`config.mk`:
```
export PLATFORM = sky130hd
export DESIGN_NAME = xoshiro_random_generator_flat
export DESIGN_NICKNAME = d
export VERILOG_FILES = /design/src/rtl/xrg_pkg.sv /design/src/rtl/xrg_if.sv /design/src/rtl/xoshiro_random_generator.sv /design/src/rtl/xrg_ctrl.sv /design/src/rtl/xrg_dp.sv /design/src/flat_wrapper.sv
export SDC_FILE = /design/constraint.sdc
export NUM_CORES = 2
export LEC_CHECK = 0
export BUFFER_PORTS_ARGS = -buffer_cell sky130_fd_sc_hd__buf_4
export CORE_UTILIZATION = 50
export CTS_CLUSTER_SIZE = 30
export DETAILED_ROUTE_END_ITERATION = 8
export PLACE_DENSITY = 0.75
export SLEW_MARGIN = 20
export SYNTH_ARGS = -nofsm -noshare
export SYNTH_HDL_FRONTEND = slang
export SYNTH_SLANG_ARGS = --single-unit
```
`constraint.sdc`:
```
create_clock -name clk -period 13.35 [get_ports clk]
set_input_delay 1.335 -clock clk [delete_from_list [all_inputs] [get_ports clk]]
set_output_delay 1.335 -clock clk [all_outputs]
set_load 0.02 [all_outputs]
```
`src/rtl/xrg_pkg.sv`:
```
// ----------------------------------------------------------------------------
// xrg_pkg: shared definitions for the xoshiro random generator
// Widths, mixing constants, datapath command codes and the command and status
// structs passed between the controller and the datapath.
// ----------------------------------------------------------------------------
package xrg_pkg;

  localparam int unsigned WORD_W    = 64;
  localparam int unsigned HALF_W    = 32;
  localparam int unsigned STREAM_W  = 32;
  localparam int unsigned NUM_WORDS = 4;
  localparam int unsigned IDX_W     = 2;
  localparam int unsigned STEP_W    = 2;

  localparam logic [STEP_W-1:0] MUL_LAST_STEP = 2'd2;

  localparam logic [WORD_W-1:0] GOLDEN_STEP = 64'h9E37_79B9_7F4A_7C15;
  localparam logic [WORD_W-1:0] MIX_MUL_A   = 64'hBF58_476D_1CE4_E5B9;
  localparam logic [WORD_W-1:0] MIX_MUL_B   = 64'h94D0_49BB_1331_11EB;
  localparam logic [WORD_W-1:0] STREAM_MUL  = 64'hD1B5_4A32_D192_ED03;

  localparam int unsigned MIX_SHIFT_A = 30;
  localparam int unsigned MIX_SHIFT_B = 27;
  localparam int unsigned MIX_SHIFT_C = 31;
  localparam int unsigned XS_SHIFT    = 17;
  localparam int unsigned XS_ROT      = 45;
  localparam int unsigned OUT_ROT     = 7;

  localparam logic REQ_SEED = 1'b0;
  localparam logic REQ_DRAW = 1'b1;

  typedef enum logic [3:0] {
    DP_NOP      = 4'd0,
    DP_LATCH    = 4'd1,
    DP_DRAW     = 4'd2,
    DP_MUL0     = 4'd3,
    DP_MUL1     = 4'd4,
    DP_MUL2     = 4'd5,
    DP_ACC_INIT = 4'd6,
    DP_ACC_STEP = 4'd7,
    DP_FOLD     = 4'd8,
    DP_STORE    = 4'd9
  } dp_op_t;

  typedef enum logic [1:0] {
    MC_STREAM = 2'd0,
    MC_MIX_A  = 2'd1,
    MC_MIX_B  = 2'd2
  } mul_const_t;

  typedef struct packed {
    dp_op_t           op;
    mul_const_t       cnst;
    logic [IDX_W-1:0] word_idx;
  } dp_cmd_t;

  typedef struct packed {
    logic out_busy;
  } dp_status_t;

  function automatic logic [WORD_W-1:0] mul_const_value(input mul_const_t sel);
    logic [WORD_W-1:0] val;
    case (sel)
      MC_MIX_A: val = MIX_MUL_A;
      MC_MIX_B: val = MIX_MUL_B;
      default:  val = STREAM_MUL;
    endcase
    return val;
  endfunction

endpackage

```
`src/rtl/xrg_if.sv`:
```
// ----------------------------------------------------------------------------
// xrg_if: request and result channels of the xoshiro random generator
// Valid/ready channels; a beat moves when valid and ready are both high.
// ----------------------------------------------------------------------------
interface xrg_req_if;
  logic                          valid;
  logic                          ready;
  logic                          req_type;
  logic [xrg_pkg::WORD_W-1:0]    seed_value;
  logic [xrg_pkg::STREAM_W-1:0]  stream_id;

  modport source(output valid, req_type, seed_value, stream_id, input ready);
  modport sink(input valid, req_type, seed_value, stream_id, output ready);
endinterface

interface xrg_rsp_if;
  logic                       valid;
  logic                       ready;
  logic [xrg_pkg::WORD_W-1:0] random_word;

  modport source(output valid, random_word, input ready);
  modport sink(input valid, random_word, output ready);
endinterface

```
`src/rtl/xoshiro_random_generator.sv`:
```
// ----------------------------------------------------------------------------
// xoshiro_random_generator: xoshiro256** generator with splitmix64 seeding
// Draw beats return one 64-bit word each; seed beats reload the state.
// ----------------------------------------------------------------------------
// A draw result is valid in the cycle after its request beat.
// One draw per cycle while each result is taken as it goes; a held result stalls requests.
// A seed beat occupies the block through the accept cycle, the stream multiply and
// a step to mix in the seed, then for each state word through the step add, two
// multiplies on one 32x32 multiplier, a fold and a store.
// Reset clears all four state words to zero and empties the result register.
module xoshiro_random_generator (
  input  logic      clk,
  input  logic      rst_n,
  xrg_req_if.sink   in_ch,
  xrg_rsp_if.source out_ch
);

  xrg_pkg::dp_cmd_t    cmd;
  xrg_pkg::dp_status_t status;

  xrg_ctrl u_ctrl (
    .clk         (clk),
    .rst_n       (rst_n),
    .in_valid    (in_ch.valid),
    .in_req_type (in_ch.req_type),
    .in_ready    (in_ch.ready),
    .out_ready   (out_ch.ready),
    .status      (status),
    .cmd         (cmd)
  );

  xrg_dp u_dp (
    .clk         (clk),
    .rst_n       (rst_n),
    .cmd         (cmd),
    .seed_value  (in_ch.seed_value),
    .stream_id   (in_ch.stream_id),
    .out_ready   (out_ch.ready),
    .out_valid   (out_ch.valid),
    .random_word (out_ch.random_word),
    .status      (status)
  );

endmodule

```
`src/rtl/xrg_ctrl.sv`:
```
// ----------------------------------------------------------------------------
// xrg_ctrl: sequencer of the xoshiro random generator
// Accepts request beats and steps the datapath through the seeding sequence
// of one stream multiply and four splitmix rounds.
// ----------------------------------------------------------------------------
module xrg_ctrl (
  input  logic                clk,
  input  logic                rst_n,
  input  logic                in_valid,
  input  logic                in_req_type,
  output logic                in_ready,
  input  logic                out_ready,
  input  xrg_pkg::dp_status_t status,
  output xrg_pkg::dp_cmd_t    cmd
);

  typedef enum logic [5:0] {
    ST_IDLE     = 6'b000001,
    ST_MUL      = 6'b000010,
    ST_ACC_INIT = 6'b000100,
    ST_ACC_STEP = 6'b001000,
    ST_FOLD     = 6'b010000,
    ST_STORE    = 6'b100000
  } state_t;

  state_t                         state_r, state_nxt;
  logic [xrg_pkg::STEP_W-1:0]     step_r, step_nxt;
  logic [xrg_pkg::IDX_W-1:0]      idx_r, idx_nxt;
  xrg_pkg::mul_const_t            phase_r, phase_nxt;
  logic                           in_fire;

  assign in_ready = (state_r == ST_IDLE) && (!status.out_busy || out_ready);
  assign in_fire  = in_valid && in_ready;

  always_comb begin
    state_nxt    = state_r;
    step_nxt     = step_r;
    idx_nxt      = idx_r;
    phase_nxt    = phase_r;
    cmd.op       = xrg_pkg::DP_NOP;
    cmd.cnst     = phase_r;
    cmd.word_idx = idx_r;
    unique case (state_r)
      ST_IDLE: begin
        if (in_fire) begin
          if (in_req_type == xrg_pkg::REQ_DRAW) begin
            cmd.op = xrg_pkg::DP_DRAW;
          end else begin
            cmd.op    = xrg_pkg::DP_LATCH;
            state_nxt = ST_MUL;
            phase_nxt = xrg_pkg::MC_STREAM;
            step_nxt  = '0;
            idx_nxt   = '0;
          end
        end
      end
      ST_MUL: begin
        case (step_r)
          2'd0:    cmd.op = xrg_pkg::DP_MUL0;
          2'd1:    cmd.op = xrg_pkg::DP_MUL1;
          default: cmd.op = xrg_pkg::DP_MUL2;
        endcase
        if (step_r == xrg_pkg::MUL_LAST_STEP) begin
          step_nxt = '0;
          case (phase_r)
            xrg_pkg::MC_STREAM: state_nxt = ST_ACC_INIT;
            xrg_pkg::MC_MIX_A:  state_nxt = ST_FOLD;
            default:            state_nxt = ST_STORE;
          endcase
        end else begin
          step_nxt = step_r + 1'b1;
        end
      end
      ST_ACC_INIT: begin
        cmd.op    = xrg_pkg::DP_ACC_INIT;
        state_nxt = ST_ACC_STEP;
      end
      ST_ACC_STEP: begin
        cmd.op    = xrg_pkg::DP_ACC_STEP;
        phase_nxt = xrg_pkg::MC_MIX_A;
        state_nxt = ST_MUL;
      end
      ST_FOLD: begin
        cmd.op    = xrg_pkg::DP_FOLD;
        phase_nxt = xrg_pkg::MC_MIX_B;
        state_nxt = ST_MUL;
      end
      ST_STORE: begin
        cmd.op = xrg_pkg::DP_STORE;
        if (idx_r == xrg_pkg::IDX_W'(xrg_pkg::NUM_WORDS - 1)) begin
          state_nxt = ST_IDLE;
        end else begin
          idx_nxt   = idx_r + 1'b1;
          state_nxt = ST_ACC_STEP;
        end
      end
      default: state_nxt = ST_IDLE;
    endcase
  end

  always_ff @(posedge clk) begin
    if (!rst_n) begin
      state_r <= ST_IDLE;
      step_r  <= '0;
      idx_r   <= '0;
      phase_r <= xrg_pkg::MC_STREAM;
    end else begin
      state_r <= state_nxt;
      step_r  <= step_nxt;
      idx_r   <= idx_nxt;
      phase_r <= phase_nxt;
    end
  end

endmodule

```
`src/rtl/xrg_dp.sv`:
```
// ----------------------------------------------------------------------------
// xrg_dp: datapath of the xoshiro random generator
// Holds the four state words, the draw logic with its result register, and a
// shared 32x32 multiplier that builds each 64-bit product in three steps.
// ----------------------------------------------------------------------------
module xrg_dp (
  input  logic                          clk,
  input  logic                          rst_n,
  input  xrg_pkg::dp_cmd_t              cmd,
  input  logic [xrg_pkg::WORD_W-1:0]    seed_value,
  input  logic [xrg_pkg::STREAM_W-1:0]  stream_id,
  input  logic                          out_ready,
  output logic                          out_valid,
  output logic [xrg_pkg::WORD_W-1:0]    random_word,
  output xrg_pkg::dp_status_t           status
);

  localparam int unsigned W = xrg_pkg::WORD_W;
  localparam int unsigned H = xrg_pkg::HALF_W;

  logic [W-1:0] s_r [xrg_pkg::NUM_WORDS];
  logic [W-1:0] seed_r, z_r, mac_r, acc_r, res_r;
  logic         out_valid_r, out_valid_nxt;

  logic [W-1:0] cval, prod, mac_sum, acc_inc, draw_res;
  logic [W-1:0] s1x5, s1x5_rot, t_val, n0, n1, n2, n3;
  logic [H-1:0] mul_a, mul_b;

  assign cval  = xrg_pkg::mul_const_value(cmd.cnst);
  assign mul_a = (cmd.op == xrg_pkg::DP_MUL2) ? z_r[W-1:H] : z_r[H-1:0];
  assign mul_b = (cmd.op == xrg_pkg::DP_MUL1) ? cval[W-1:H] : cval[H-1:0];
  assign prod  = {{H{1'b0}}, mul_a} * {{H{1'b0}}, mul_b};
  assign mac_sum = mac_r + {prod[H-1:0], {H{1'b0}}};
  assign acc_inc = acc_r + xrg_pkg::GOLDEN_STEP;

  assign s1x5     = s_r[1] + (s_r[1] << 2);
  assign s1x5_rot = (s1x5 << xrg_pkg::OUT_ROT) | (s1x5 >> (W - xrg_pkg::OUT_ROT));
  assign draw_res = s1x5_rot + (s1x5_rot << 3);

  assign t_val = s_r[1] << xrg_pkg::XS_SHIFT;
  assign n2    = s_r[2] ^ s_r[0];
  assign n3    = s_r[3] ^ s_r[1];
  assign n1    = s_r[1] ^ n2;
  assign n0    = s_r[0] ^ n3;

  always_comb begin
    out_valid_nxt = out_valid_r;
    if (out_valid_r && out_ready) begin
      out_valid_nxt = 1'b0;
    end
    if (cmd.op == xrg_pkg::DP_DRAW) begin
      out_valid_nxt = 1'b1;
    end
  end

  always_ff @(posedge clk) begin
    if (!rst_n) begin
      for (int i = 0; i < xrg_pkg::NUM_WORDS; i++) begin
        s_r[i] <= '0;
      end
      out_valid_r <= 1'b0;
    end else begin
      out_valid_r <= out_valid_nxt;
      case (cmd.op)
        xrg_pkg::DP_DRAW: begin
          s_r[0] <= n0;
          s_r[1] <= n1;
          s_r[2] <= n2 ^ t_val;
          s_r[3] <= (n3 << xrg_pkg::XS_ROT) | (n3 >> (W - xrg_pkg::XS_ROT));
        end
        xrg_pkg::DP_STORE: begin
          s_r[cmd.word_idx] <= mac_r ^ (mac_r >> xrg_pkg::MIX_SHIFT_C);
        end
        default: begin
        end
      endcase
    end
  end

  always_ff @(posedge clk) begin
    case (cmd.op)
      xrg_pkg::DP_LATCH: begin
        seed_r <= seed_value;
        z_r    <= {{(W - xrg_pkg::STREAM_W){1'b0}}, stream_id};
      end
      xrg_pkg::DP_DRAW:     res_r <= draw_res;
      xrg_pkg::DP_MUL0:     mac_r <= prod;
      xrg_pkg::DP_MUL1,
      xrg_pkg::DP_MUL2:     mac_r <= mac_sum;
      xrg_pkg::DP_ACC_INIT: acc_r <= seed_r ^ mac_r;
      xrg_pkg::DP_ACC_STEP: begin
        acc_r <= acc_inc;
        z_r   <= acc_inc ^ (acc_inc >> xrg_pkg::MIX_SHIFT_A);
      end
      xrg_pkg::DP_FOLD:     z_r <= mac_r ^ (mac_r >> xrg_pkg::MIX_SHIFT_B);
      default: begin
      end
    endcase
  end

  assign out_valid       = out_valid_r;
  assign random_word     = res_r;
  assign status.out_busy = out_valid_r;

endmodule

```
`src/flat_wrapper.sv`:
```
// flat-port wrapper written by rule: the top's interface ports become plain ports
module xoshiro_random_generator_flat 
  (clk, rst_n, in_ch_valid, in_ch_req_type, in_ch_seed_value, in_ch_stream_id, in_ch_ready, out_ch_valid, out_ch_random_word, out_ch_ready);
  xrg_req_if in_ch_i ();
  xrg_rsp_if out_ch_i ();
  input  logic clk;
  input  logic rst_n;
  input wire logic [$bits(in_ch_i.valid)-1:0] in_ch_valid;
  input wire logic [$bits(in_ch_i.req_type)-1:0] in_ch_req_type;
  input wire logic [$bits(in_ch_i.seed_value)-1:0] in_ch_seed_value;
  input wire logic [$bits(in_ch_i.stream_id)-1:0] in_ch_stream_id;
  output wire logic [$bits(in_ch_i.ready)-1:0] in_ch_ready;
  output wire logic [$bits(out_ch_i.valid)-1:0] out_ch_valid;
  output wire logic [$bits(out_ch_i.random_word)-1:0] out_ch_random_word;
  input wire logic [$bits(out_ch_i.ready)-1:0] out_ch_ready;
  assign in_ch_i.valid = in_ch_valid;
  assign in_ch_i.req_type = in_ch_req_type;
  assign in_ch_i.seed_value = in_ch_seed_value;
  assign in_ch_i.stream_id = in_ch_stream_id;
  assign in_ch_ready = in_ch_i.ready;
  assign out_ch_valid = out_ch_i.valid;
  assign out_ch_random_word = out_ch_i.random_word;
  assign out_ch_i.ready = out_ch_ready;
  xoshiro_random_generator u_core (.clk(clk), .rst_n(rst_n), .in_ch(in_ch_i), .out_ch(out_ch_i));
endmodule
```
; ---- Word-level counts from Yosys, hierarchy flattened
; Memory sizes are Yosys's and may differ from the RTL's.
; Cells that the tools add are included.
[word_totals]
in_bits = 101
register_bits = 333
out_inout_bits = 66
mem_count = 1
ram_bits = 256
elab_cells = 117
[classes]
multipliers = 1
n_bitwise = 15
reduce_logical = 21
eq_ne = 24
mux = 39
addsub = 6
[memory_table]
columns = name, depth, word_bits, rd, rd_ports_with_merged_regs, write_ports, line
row1 = u_core.u_dp.s_r, 4, 64, 4, 0, 4, xrg_dp.sv:21  ; logic [W-1:0] s_r [xrg_pkg::NUM_WORDS];
[ops]
columns = operator, count
row1 = $xor 64x64->64, 6
row2 = $mux 64, 5
row3 = $pmux 64 s2, 2
row4 = $add 64x64->64, 3
row5 = $pmux 64 s3, 1
row6 = $pmux 63 s2, 1
row7 = $add 64x64->64 const B, 1
row8 = $mul 32x32->64, 1
row9 = $mux 32, 2
row10 = $or 64x45->64, 1
row11 = $or 64x7->64, 1
row12 = $reduce_or 64->1, 1
row13 = $xor 64x33->64, 1
row14 = $xor 64x34->64, 1
row15 = $xor 64x37->64, 1
row16 = $pmux 6 s5, 1
row17 = $pmux 4 s6, 1
row18 = $mux 6, 3
row19 = $eq 4x3->1 const B, 4
row20 = $mux 2, 7
row21 = $pmux 6 s2, 1
row22 = $mux 1, 10
row23 = $reduce_bool 2->1, 5
row24 = $reduce_and 3->1, 3
row25 = 25 further kinds, 43

; ---- Logic depth before layout (Yosys ltp)
[depth]
word_depth = 12
mapped_depth = 43

; ---- Hierarchy
; Synthesis repeated with hierarchy kept, for this count alone.
[hier_totals]
hier_cells = 6993
area_unflattened_um2 = 68269.2
[modules_own_cells]
columns = mod, cells_each, area_each_um2, n_inst, seq_area_each_um2
row1 = xrg_dp, 6898, 67457.2, 1, 17316.6
row2 = xrg_ctrl, 95, 812.0, 1, 240.2

; ---- Worst setup path after synthesis
; Ideal clock, no wire load.
[synth_timing]
kind = flip-flop to flip-flop
startpoint = register u_core.u_ctrl.state_r[5]
endpoint = register u_core.u_dp.mac_r[58], data pin
required_ps = 13079
setup_time_ps = 271
slack_ps = 3463
t_arrival_ps = 9616
stages_incl_launch_ff = 40
path_buffers = 2
path_cell_list = dfxtp_1 -> nor3_1 -> nand3_1 -> inv_2 -> nand3b_1 -> inv_1 -> clkbuf_1 -> nand2_1 -> nand2_1 -> clkbuf_1 -> nand2_1 -> fa_1 -> inv_1 -> fa_1 -> fa_1 -> inv_1 -> fa_1 -> inv_1 -> (+4 left out) -> fa_1 -> fa_1 -> ha_1 -> and2_1 -> and3_1 -> a211o_1 -> a21oi_1 -> xnor2_1 -> ha_1 -> a21o_1 -> a21oi_1 -> o21ai_0 -> a31oi_1 -> o21ai_1 -> xnor2_1 -> nor2_1 -> a2111oi_0 -> nor3_1
[synth_via]
elab_chain_cells = 10
elab_cells_between_ends = 19
[synth_lines]
columns = item, line
row1 = start: declaration, xrg_ctrl.sv:26  ; state_t state_r, state_nxt;
row2 = start signal: assignment, xrg_ctrl.sv:108  ; state_r <= state_nxt;
row3 = $eq 6x1->1, "xrg_ctrl.sv:32, xrg_ctrl.sv:43"
row4 = $logic_and 1x1->1, xrg_ctrl.sv:32  ; assign in_ready = (state_r == ST_IDLE) && (!status.out_busy || out_ready);
row5 = $logic_and 1x1->1, xrg_ctrl.sv:33  ; assign in_fire = in_valid && in_ready;
row6 = $mux 2, xrg_ctrl.sv:45  ; if (in_fire) begin
row7 = $pmux 4 s6 *, xrg_ctrl.sv:43  ; unique case (state_r)
row8 = $eq 4x3->1 (on tied branches), "xrg_dp.sv:30, xrg_dp.sv:81, xrg_dp.sv:31"
row9 = $mux 32 (on tied branches), "xrg_dp.sv:30, xrg_dp.sv:31"
row10 = $mul 32x32->64, xrg_dp.sv:32  ; assign prod = {{H{1'b0}}, mul_a} * {{H{1'b0}}, mul_b};
row11 = $add 64x64->64, xrg_dp.sv:33  ; assign mac_sum = mac_r + {prod[H-1:0], {H{1'b0}}};
row12 = $pmux 64 s2 *, xrg_dp.sv:81  ; case (cmd.op)
row13 = end signal: assignment, xrg_dp.sv:87  ; xrg_pkg::DP_MUL0: mac_r <= prod;
row14 = end signal: assignment, xrg_dp.sv:89  ; xrg_pkg::DP_MUL2: mac_r <= mac_sum;
row15 = end: declaration, xrg_dp.sv:22  ; logic [W-1:0] seed_r, z_r, mac_r, acc_r, res_r;
; Mark *: on every way between the ends. The rest lies on a longest branch, timed or not.
; A chain may end at the register's enable or synchronous reset.

; ---- Worst setup path in the final report
; Same ends and word-level chain as after synthesis.

==> impl_metrics.ini <==
[outcome]
run_status = finished clean

[clock_tree]
cts.root.buffer_cell = sky130_fd_sc_hd__clkbuf_16
cts.repair.resized = 0
max-clock-path-buffers = 3
clock_tree.htree_level_count = 2
cts_post_setup_buffers_inserted = 0
clk-insertion-delay-late_ps = 680
numCtsBuffers = 60
cts.clk_slew.worst_paths_ps = 70
numClockSinks = 589
hold_buffers = 0
tritoncts = done

[yosys]
synth_enable_flop_cells = 576
synth_seq_cells = 589
synthTopCellsByArea = sky130_fd_sc_hd__fa_1 (26%), sky130_fd_sc_hd__edfxtp_1 (25%), sky130_fd_sc_hd__ha_1 (7.9%), sky130_fd_sc_hd__xnor2_1 (5.6%), sky130_fd_sc_hd__inv_1 (5.3%)
synth.avg_cell_area_sq_um = 9.783
synth_top_cell_area_share_pct = 26.46
synth_cells = 6961
nets_in_the_synthesized_netlist = 8394
synthArstFlopShare_pct = 0
mappedNetlistArea_sq_um = 68100
synth.largest_area_cell = sky130_fd_sc_hd__fa_1
synthesis.yosys.warnings = 0
post_synth_num_cell_types = 92
seq_area_frac_synth_pct = 25.78
synth-main-ff-cell = sky130_fd_sc_hd__edfxtp_1

[sta]
rsz0062_at_grt = no
fin_skew_ps = 75.81
max_freq_mhz = 85.75
finalHoldViolations = 0
finalSetupViolations = 0
slew_violations = 0
fin_tns_setup_ps = 0
max_slew_margin_pct = 21.82
worst_pin_slew_ps = 1170
worst_slack_ps = 1688
period_needed_ps = 11660
period_share_pct = 87.36

[hold_path]
worst_hold_path_type = reg -> reg
hold-path-cell-count = 2
min_delay_src = u_core.u_dp.out_valid

[setup_path]
crit_slowest_cell = sky130_fd_sc_hd__nand2_1
cpMostUsedCell = sky130_fd_sc_hd__fa_1
start_kind = flop
timing.critical_path.required_ps = 13700
regToRegStartpoint = u_core.u_ctrl.state_r[5]
cp_max_stage_delay_ps = 570
critical_path_class = reg -> reg
critical_path_arrival_ps = 12020
crit_fanout = 38
count_of_cells_along_the_worst_register_to_register_path = 40
setup_slack_of_the_most_critical_reg_to_reg_path_ps = 1690
crit_path_start = u_core.u_ctrl.state_r[5]
worst_setup_path_end_kind = flop

[floorplanning]
row_count = 135
floorplan.initialDensity_pct = 50.33
ios = 167
fp.dieArea_sq_um = 137700
core_region_area_sq_um = 135300
die-width_um = 371.1
fp.dieH_um = 371.1

[final_layout]
synthToLayoutAreaGrowth_pct = 7.472
finish.net_count = 8384
layout_common_cells = sky130_fd_sc_hd__inv_1 (962), sky130_fd_sc_hd__fa_1 (900), sky130_fd_sc_hd__nand2_1 (782), sky130_fd_sc_hd__edfxtp_1 (576), sky130_fd_sc_hd__xnor2_1 (439)
drive_above_1_share_pct = 6.313
layout.cells.most_common = sky130_fd_sc_hd__inv_1
fin_util_pct = 54.10
stdcell_count = 8783

[global_route]
grt_start_max_net_pins = 102
globalRouteTotalUtil_pct = 32.70
antenna_found_initial = 4
grt_first_pass_wirelength_um = 334900
first_global_vias = 53750
gr-total-overflow = 0

[route]
initialDrtViolationCount = 5574
avgViaCountPerCell = 6.017
antenna_left = 0
remaining_drc_errors = 0
finalWirelength_um = 223500
route.detailed.wl_per_inst_um = 25.45
detailroute.via_count = 52850
drt_pre_antenna_iters = 8

[place]
finalWeightedCongestion = 1.036
hpwl_um = 176600
dpl.cell_count = 8670
placement.setup.worst_slack_ps = 1711
buffer_ports.inserted = 166

[run]
timing.max_cap.violations = 0
## metal layers
metal  vias up  GRT usage, %  part of all wire (%)
met5         -             0                0.0072
met4         2         18.87                   7.1
met3       702         7.475                    11
met2      3104         51.48                    45
met1     26240         41.40                    37
li1      22800             -                     -
## cell type report
| class | instances | area, sq um |
|---|---|---|
| fill | 11890 | 62110 |
| multi-input combinational | 5068 | 45750 |
| sequential | 589 | 17560 |
| inverter | 984 | 3694 |
| tap | 1781 | 2228 |
| timing repair buffer | 248 | 1874 |
| clock buffer | 65 | 1520 |
| clock inverter | 47 | 566.8 |
| antenna | 1 | 2.502 |
## sequential cells by signal (all words and copies together) (netlist names)
name	count
u_core.u_dp.s_r	256
u_core.u_dp.acc_r	64
u_core.u_dp.mac_r	64
u_core.u_dp.random_word	64
u_core.u_dp.seed_r	64
u_core.u_dp.z_r	64
u_core.u_ctrl.state_r	6
u_core.u_ctrl.idx_r	2
u_core.u_ctrl.phase_r	2
u_core.u_ctrl.step_r	2
u_core.u_dp.out_valid	1
## cells by family (layout without fill, tap and decap cells)
family	Yosys count	after routing	synth area share (%)
xor+xnor	727	727	9.390
compound gates	1227	1227	11.21
buf+inv	1304	1344	7.200
flops	589	589	25.78
mux	37	37	0.5842
fa+ha+maj	1332	1332	34.39
other cells	0	1	0
simple gates	1745	1745	11.44
## through the flow
| stage | hold WS [ps] | instance area [sq um] |
|---|---|---|
| 3_5_place_dp | 519.0 | 71100 |
| 3_3_place_gp | 498.4 | 71090 |
| 6_report | 524.9 | 73190 |
| 5_1_grt | 547.0 | 73190 |
| 4_1_cts | 529.4 | 73180 |
| 2_1_floorplan | 487.3 | 68100 |
## critical path, delay by kind of cell, from the launching register on
family	cells	cell delay (ps)
and+or+nand+nor	13	2580
AOI/OAI and AO/OA	5	1270
buffers and inverters	10	1720
DFF	1	350
xor gates and xnor gates	2	600
adders and majority gates	10	4780
## synth_stat cells, types with 15 or more instances
cell type / count
sky130_fd_sc_hd__a22o_1: 19
sky130_fd_sc_hd__ha_1: 432
sky130_fd_sc_hd__xor2_1: 286
sky130_fd_sc_hd__o22ai_1: 126
sky130_fd_sc_hd__and2_1: 114
sky130_fd_sc_hd__xnor2_1: 439
sky130_fd_sc_hd__inv_1: 964
sky130_fd_sc_hd__a31oi_1: 36
sky130_fd_sc_hd__nor3_1: 38
sky130_fd_sc_hd__fa_1: 900
sky130_fd_sc_hd__a211oi_1: 21
sky130_fd_sc_hd__and3_1: 36
sky130_fd_sc_hd__o21bai_1: 40
sky130_fd_sc_hd__nand3_1: 59
sky130_fd_sc_hd__buf_1: 55
sky130_fd_sc_hd__clkbuf_1: 258
sky130_fd_sc_hd__o21ai_1: 37
sky130_fd_sc_hd__mux2_2: 19
sky130_fd_sc_hd__nand2_1: 791
sky130_fd_sc_hd__nand2b_1: 116
sky130_fd_sc_hd__nand4_1: 42
sky130_fd_sc_hd__nor2b_1: 35
sky130_fd_sc_hd__o21ai_0: 364
sky130_fd_sc_hd__o211ai_1: 19
sky130_fd_sc_hd__a22oi_1: 32
sky130_fd_sc_hd__mux2i_1: 15
sky130_fd_sc_hd__a21oi_1: 262
sky130_fd_sc_hd__nor2_1: 441
sky130_fd_sc_hd__a21o_1: 114
sky130_fd_sc_hd__o21a_1: 32
sky130_fd_sc_hd__edfxtp_1: 576
## worst paths after layout
| path | to |
|---|---|
| setup / recovery | u_core.u_dp.mac_r[58] |
| hold / removal | u_core.u_dp.out_valid |
| setup reg to reg | u_core.u_dp.mac_r[58] |
| hold reg to reg | u_core.u_dp.out_valid |
Power is left out: the tool's default activity adds up to more than one toggle a clock period on the data nets, which glitch-free logic cannot reach.
